[config.mk]
export PLATFORM = sky130hd
export DESIGN_NAME = systick_down_counter_timer_top
export DESIGN_NICKNAME = d
export VERILOG_FILES = /design/src/hw/rtl/sdct_pkg.sv /design/src/hw/rtl/systick_down_counter_timer_top.sv
export SDC_FILE = /design/constraint.sdc
export NUM_CORES = 1
export LEC_CHECK = 0
export ABC_AREA = 1
export BUFFER_PORTS_ARGS = -buffer_cell sky130_fd_sc_hd__buf_2
export CAP_MARGIN = 20
export CORE_AREA = 2 2 163 165
export CTS_BUF_LIST = sky130_fd_sc_hd__clkbuf_16
export DETAILED_ROUTE_END_ITERATION = 16
export DIE_AREA = 0 0 165 167
export MAX_ROUTING_LAYER = met4
export PLACE_DENSITY = 0.52
export SETUP_SLACK_MARGIN = 0.02
export SLEW_MARGIN = 20
export SYNTH_ARGS = -nofsm -noshare
export SYNTH_HDL_FRONTEND = slang
export SYNTH_SLANG_ARGS = --single-unit
[constraint.sdc]
create_clock -name clk_i -period 2 [get_ports clk_i]
set_input_delay 0.1 -clock clk_i [delete_from_list [all_inputs] [get_ports clk_i]]
set_output_delay 0.1 -clock clk_i [all_outputs]
set_load 0.02 [all_outputs]
[src/hw/rtl/sdct_pkg.sv]
// Shared types, register codes and default parameters of the SysTick-style down-counter timer.
package sdct_pkg;

  localparam int unsigned DefCountWidth  = 24;
  localparam int unsigned DefPrescaleDiv = 8;
  localparam int unsigned DataWidth      = 32;

  typedef enum logic [1:0] {
    KindTick  = 2'd0,
    KindRead  = 2'd1,
    KindWrite = 2'd2
  } kind_e;

  typedef enum logic [1:0] {
    RegCtrl    = 2'd0,
    RegLoad    = 2'd1,
    RegVal     = 2'd2,
    RegElapsed = 2'd3
  } reg_addr_e;

  // CTRL bit positions
  localparam int unsigned CtrlEnableBit   = 0;
  localparam int unsigned CtrlTickIntBit  = 1;
  localparam int unsigned CtrlClkSrcBit   = 2;
  localparam int unsigned CtrlOneShotBit  = 3;
  localparam int unsigned CtrlCountFlagBit = 16;

endpackage

[src/hw/rtl/systick_down_counter_timer_top.sv]
// Reloading down-counter timer with CTRL/LOAD/VAL/ELAPSED registers.
//
// Input channel (in_valid_i/in_ready_o) carries one transaction per cycle when not stalled:
// a clock tick, a register read or a register write, selected by kind_i.
// Every input transaction yields exactly one output transaction on
// out_valid_o/out_ready_i with read_data_o, irq_pulse_o and load_rejected_o.
// Reads return register contents, ticks and writes return zero read data.
//
// The timer state and the result register update at the edge that accepts the
// input. Throughput is one transaction per cycle unless the receiver stalls,
// set by the single output register; in_ready_o is high whenever that register is
// empty or is being drained in the same cycle.
//
// When the receiver stalls, the result holds in the output register and
// in_ready_o drops until it is taken, so ticks are never dropped inside the
// block. Reset clears all control bits, COUNTFLAG, the reload value, the count
// and the prescaler, and empties the output register.
module systick_down_counter_timer_top
  import sdct_pkg::*;
#(
  parameter int unsigned COUNT_WIDTH  = DefCountWidth,
  parameter int unsigned PRESCALE_DIV = DefPrescaleDiv
) (
  input  logic                 clk_i,
  input  logic                 rst_ni,
  input  logic                 in_valid_i,
  output logic                 in_ready_o,
  input  logic [1:0]           kind_i,
  input  logic [1:0]           reg_addr_i,
  input  logic [DataWidth-1:0] write_data_i,
  output logic                 out_valid_o,
  input  logic                 out_ready_i,
  output logic [DataWidth-1:0] read_data_o,
  output logic                 irq_pulse_o,
  output logic                 load_rejected_o
);

  localparam int unsigned PreWidth = (PRESCALE_DIV > 1) ? $clog2(PRESCALE_DIV) : 1;
  localparam logic [PreWidth-1:0] PreLast = PreWidth'(PRESCALE_DIV - 1);
  localparam logic [COUNT_WIDTH-1:0] CountOne = COUNT_WIDTH'(1);

  logic                   enable_q, enable_d;
  logic                   tick_int_q, tick_int_d;
  logic                   clk_undiv_q, clk_undiv_d;
  logic                   one_shot_q, one_shot_d;
  logic                   flag_q, flag_d;
  logic [COUNT_WIDTH-1:0] reload_q, reload_d;
  logic [COUNT_WIDTH-1:0] count_q, count_d;
  logic [PreWidth-1:0]    pre_q, pre_d;

  logic                   out_valid_q;
  logic [DataWidth-1:0]   rdata_q, rdata_d;
  logic                   irq_q, irq_d;
  logic                   rej_q, rej_d;

  logic                   in_accept;
  logic                   step;
  logic                   load_too_big;

  assign in_ready_o = !out_valid_q || out_ready_i;
  assign in_accept  = in_valid_i && in_ready_o;

  assign load_too_big = ((33'(write_data_i) >> COUNT_WIDTH) != 33'd0);

  always_comb begin
    enable_d    = enable_q;
    tick_int_d  = tick_int_q;
    clk_undiv_d = clk_undiv_q;
    one_shot_d  = one_shot_q;
    flag_d      = flag_q;
    reload_d    = reload_q;
    count_d     = count_q;
    pre_d       = pre_q;
    rdata_d     = '0;
    irq_d       = 1'b0;
    rej_d       = 1'b0;
    step        = 1'b0;

    unique case (kind_i)
      KindTick: begin
        if (enable_q) begin
          if (clk_undiv_q) begin
            step = 1'b1;
          end else if (pre_q >= PreLast) begin
            pre_d = '0;
            step  = 1'b1;
          end else begin
            pre_d = pre_q + PreWidth'(1);
          end
        end
      end
      KindRead: begin
        unique case (reg_addr_i)
          RegCtrl: begin
            rdata_d[CtrlEnableBit]    = enable_q;
            rdata_d[CtrlTickIntBit]   = tick_int_q;
            rdata_d[CtrlClkSrcBit]    = clk_undiv_q;
            rdata_d[CtrlOneShotBit]   = one_shot_q;
            rdata_d[CtrlCountFlagBit] = flag_q;
            flag_d = 1'b0;
          end
          RegLoad:    rdata_d = DataWidth'(reload_q);
          RegVal:     rdata_d = DataWidth'(count_q);
          RegElapsed: rdata_d = DataWidth'(reload_q) - DataWidth'(count_q);
          default:    rdata_d = '0;
        endcase
      end
      KindWrite: begin
        unique case (reg_addr_i)
          RegCtrl: begin
            enable_d    = write_data_i[CtrlEnableBit];
            tick_int_d  = write_data_i[CtrlTickIntBit];
            clk_undiv_d = write_data_i[CtrlClkSrcBit];
            one_shot_d  = write_data_i[CtrlOneShotBit];
          end
          RegLoad: begin
            if (load_too_big) begin
              rej_d = 1'b1;
            end else begin
              reload_d = write_data_i[COUNT_WIDTH-1:0];
            end
          end
          RegVal: begin
            count_d = '0;
            flag_d  = 1'b0;
          end
          default: ;
        endcase
      end
      default: ;
    endcase

    // a step from zero reloads; a decrement landing on zero expires
    if (step) begin
      if (count_q == '0) begin
        count_d = reload_q;
      end else begin
        count_d = count_q - CountOne;
        if (count_q == CountOne) begin
          flag_d = 1'b1;
          irq_d  = tick_int_q;
          if (one_shot_q) begin
            enable_d   = 1'b0;
            tick_int_d = 1'b0;
            reload_d   = '0;
          end
        end
      end
    end
  end

  always_ff @(posedge clk_i or negedge rst_ni) begin
    if (!rst_ni) begin
      enable_q    <= 1'b0;
      tick_int_q  <= 1'b0;
      clk_undiv_q <= 1'b0;
      one_shot_q  <= 1'b0;
      flag_q      <= 1'b0;
      reload_q    <= '0;
      count_q     <= '0;
      pre_q       <= '0;
      out_valid_q <= 1'b0;
    end else begin
      if (in_accept) begin
        enable_q    <= enable_d;
        tick_int_q  <= tick_int_d;
        clk_undiv_q <= clk_undiv_d;
        one_shot_q  <= one_shot_d;
        flag_q      <= flag_d;
        reload_q    <= reload_d;
        count_q     <= count_d;
        pre_q       <= pre_d;
        out_valid_q <= 1'b1;
      end else if (out_ready_i) begin
        out_valid_q <= 1'b0;
      end
    end
  end

  always_ff @(posedge clk_i) begin
    if (in_accept) begin
      rdata_q <= rdata_d;
      irq_q   <= irq_d;
      rej_q   <= rej_d;
    end
  end

  assign out_valid_o     = out_valid_q;
  assign read_data_o     = rdata_q;
  assign irq_pulse_o     = irq_q;
  assign load_rejected_o = rej_q;

`ifndef ASSERT_OFF
  // a held result must block new input
  a_stall_blocks: assert property (@(posedge clk_i) disable iff (!rst_ni)
    out_valid_o && !out_ready_i |-> !in_ready_o)
    else $error("input accepted while result stalled");

  // an interrupt comes only from an expiry: count zero and flag set afterwards
  a_irq_expiry: assert property (@(posedge clk_i) disable iff (!rst_ni)
    in_accept && irq_d |=> count_q == '0 && flag_q)
    else $error("irq without expiry");

  // a VAL write clears the count and COUNTFLAG
  a_val_clear: assert property (@(posedge clk_i) disable iff (!rst_ni)
    in_accept && kind_i == KindWrite && reg_addr_i == RegVal |=> count_q == '0 && !flag_q)
    else $error("VAL write did not clear");

  // interrupts and rejections never carry read data
  a_no_rdata: assert property (@(posedge clk_i) disable iff (!rst_ni)
    out_valid_o && (irq_pulse_o || load_rejected_o) |-> read_data_o == '0)
    else $error("read data on tick or write result");
`endif

endmodule
==> impl_metrics.toml <==
[sta]
fin_crit_ns = 2.034
slew_headroom_pct = 62.81
finClkSkew_ns = 0.008540
fmax_mhz = 491.7
setup_viol = 17
rsz0062_at_grt = "true"
worst_slew_pin_slew_ns = 0.5536
drv_slew = 0
postLayoutSetupSlackWorst_ns = -0.03363
finalCritPeriodShare_pct = 101.7
setup_tns_ns = -0.2859
hold_viol = 0

[floorplan]
die_w_um = 165
core_mm2 = 0.02576
fp.dieH_um = 167
num_rows = 59
ioPinCount = 76
die_area_mm2 = 0.02756
start_util_pct = 24.82

[synthesis]
synth_area_per_cell_um2 = 6.818
yosysWarnings = 0
syn_nets = 1010
synth.distinct_cells = 40
netlist_instances = 938
ys_seq_elements = 84
synth_seq_area_share_pct = 34.98
synth_area_mm2 = 0.006395

[clocking]
clockBufferDepth = 2
root_buffer = "clkbuf_16"
htreeDepth = 3
clk_pin_slew_ns = 0.07
insertion_delay_ns = 0.36
clock_sinks = 84
cts_tree = "built"
cts_buffers = 9

[detailed_routing]
drc = 0
vias_per_cell = 4.575
met3_length_mm = 1.054
highest_layer = "met4"
dr_wl_met2_mm = 10.75
first_pass_iters = 5
routedLengthMet1_mm = 10.68
drt_iter0_drc = 459
wl_per_cell_um = 15.48
wirelength_mm = 22.95
vias = 6784
ant_nets = 0

[status]
failed_checks = "setup timing"
status = "finished with violations"

[final_layout]
drive_above_1_share_pct = 37.02
areaGrowthSynthToFinish_pct = 47.70
layout_commonest_cell = "nand2_1"
most-common-layout-cells = "nand2_1 (219), inv_1 (152), buf_4 (124), buf_2 (75), dfrtp_1 (56)"
nets = 1215
num_antenna_cells = 0

[worst_hold_path]
hold_path.class = "in2reg"

[worst_setup_path]
crit_path_start_kind = "register"
endpoint_kind = "register"
worst-r2r-setup-slack_ns = -0.03
r2r_start = "reload_q[0]"
critPathLaunch = "reload_q[0]"
crit_type = "reg2reg"
worst-r2r-cell-count = 11
crit_path_end = "read_data_o[4]"
r2r-end = "read_data_o[4]"
cp_max_fo = 3
arrival_ns = 2.14
worstPathRequired_ns = 2.11

[grt]
globalRouteOverflowTotal = 0
grt_max_degree = 49
grt_pass1_wl_mm = 34.71
grtUsageTotal_pct = 16.80
grt_pass1_vias = 6576
antenna_found_initial = 0

[placed_design]
gp_congestion = 0.9005
dpl.hpwl_mm = 16.93
port_buffers = 75

[job]
max_cap_viol_count = 0

[power]
power-per-cell-area_mw_per_mm2 = 1017
ir_worst_vdd_mv = 0.5110
power.total_w = 0.009604
p_leak_nw = 4.507
-- cells by family (layout without fill, tap and decap cells) --
family	after synthesis	in the layout	share of synthesized area [%]
AND/OR/NAND/NOR	458	458	30.56
multiplexers	2	2	0.3326
buffers and inverters	206	416	12.85
adder cells (fa/ha/maj)	32	32	6.378
AO/OA/AOI/OAI	138	138	12.42
flip-flops	84	84	34.98
XOR/XNOR	18	18	2.465
-- metrics by stage --
stage / std cells / setup WS (ns) / cell area, um^2 / hold slack, ns / util, %
after floorplan: 938 / 0.03975 / 6412 / -0.1956 / -
after global placement: 1441 / -0.2845 / 8060 / 0.07443 / 31.29
after detailed placement: 1441 / -0.3525 / 8060 / 0.07792 / 31.29
after CTS: 1463 / -0.1103 / 8571 / 0.007920 / 33.27
after global routing: 1483 / -0.1189 / 9445 / 0.02839 / 36.66
final: 1483 / -0.03363 / 9445 / 0.009834 / 36.66
-- per-layer routing --
metal,global-route usage [%],up-vias
li1,-,3414
met1,22.30,3160
met2,26.47,175
met3,2.466,35
met4,4.953,0
met5,-,-
-- flip-flops by register name, summed over array words and instances (netlist names) --
register	flops
tick_int_q	1
pre_q	3
read_data_o	25
flag_q	1
clk_undiv_q	1
reload_q	24
one_shot_q	1
irq_pulse_o	1
out_valid_o	1
enable_q	1
load_rejected_o	1
count_q	24
-- worst max-delay path: stages (launching register included) --
cell and delay (ns):
dfrtp_1 0.39, inv_2 0.08, ha_4 0.13, inv_4 0.03
fa_2 0.37, nand2_2 0.08, inv_2 0.04, a21oi_4 0.20
inv_2 0.09, or2_4 0.23, nand3_2 0.06, a31oi_1 0.08
-- repair_timing --
item | in CTS | in global routing
resized for setup | 34 | 176
hold endpoints to repair | 17 | 0
pin swaps | 10 | 29
setup buffers | 5 | 17
endpoints found under the setup margin | 34 | 71
hold buffers | 2 | 0
cloned | 0 | 3
-- power breakdown --
part           switching, W  leakage, nW  total (W)  internal (W)
combinational       0.00304         3.45    0.00556       0.00252
clock              0.000779        0.156    0.00181       0.00103
sequential         0.000187        0.897    0.00223       0.00205
total               0.00401         4.51    0.00960       0.00560
-- area by class of cell --
type                    instances  area, um^2
flip-flops and latches         84        2238
multi-input cells             648        4125
clock inverters                 6       55.05
fillers                      2689       16320
well taps                     335       419.2
clock buffers                  10       250.2
repair buffers                224        1688
inverters                     176       669.4
-- worst min path at each step --
stage / from / endpoint / slack, ns / cells after the start
4_1_cts: write_data_i[3] / one_shot_q / 0.008 / 3
5_1_grt: write_data_i[3] / one_shot_q / 0.03 / 3
3_3_place_gp: rst_ni / reload_q[21] / 0.07 / 1
3_5_place_dp: rst_ni / reload_q[21] / 0.08 / 1
6_report: write_data_i[3] / one_shot_q / 0.01 / 3
2_1_floorplan: rst_ni / clk_undiv_q / -0.20 / 0
-- cell usage after synthesis (all sizes together) --
cell type / number / area, um^2
and3: 1 / 6.260
dfrtp: 57 / 1426
clkbuf: 13 / 48.80
ha: 31 / 387.9
nor2: 100 / 420.4
nand4: 11 / 68.82
o22ai: 22 / 137.6
mux2i: 1 / 10.01
a221oi: 4 / 35.03
or2: 5 / 31.28
o31ai: 1 / 7.510
and2: 1 / 6.260
nor3: 11 / 66.32
xor2: 18 / 157.7
nor4: 4 / 25.02
a31oi: 7 / 43.79
mux2: 1 / 11.26
nand3: 56 / 290.3
o2111ai: 8 / 70.07
buf: 17 / 112.6
a41oi: 2 / 17.52
o211ai: 4 / 30.03
edfxtp: 27 / 810.8
nand3b: 6 / 45.04
fa: 1 / 20.02
inv: 176 / 660.6
o21ai: 58 / 290.3
a21oi: 31 / 155.2
o21a: 1 / 7.510
nand2: 263 / 994.7
Note: power is estimated with default switching activity, not from simulation.
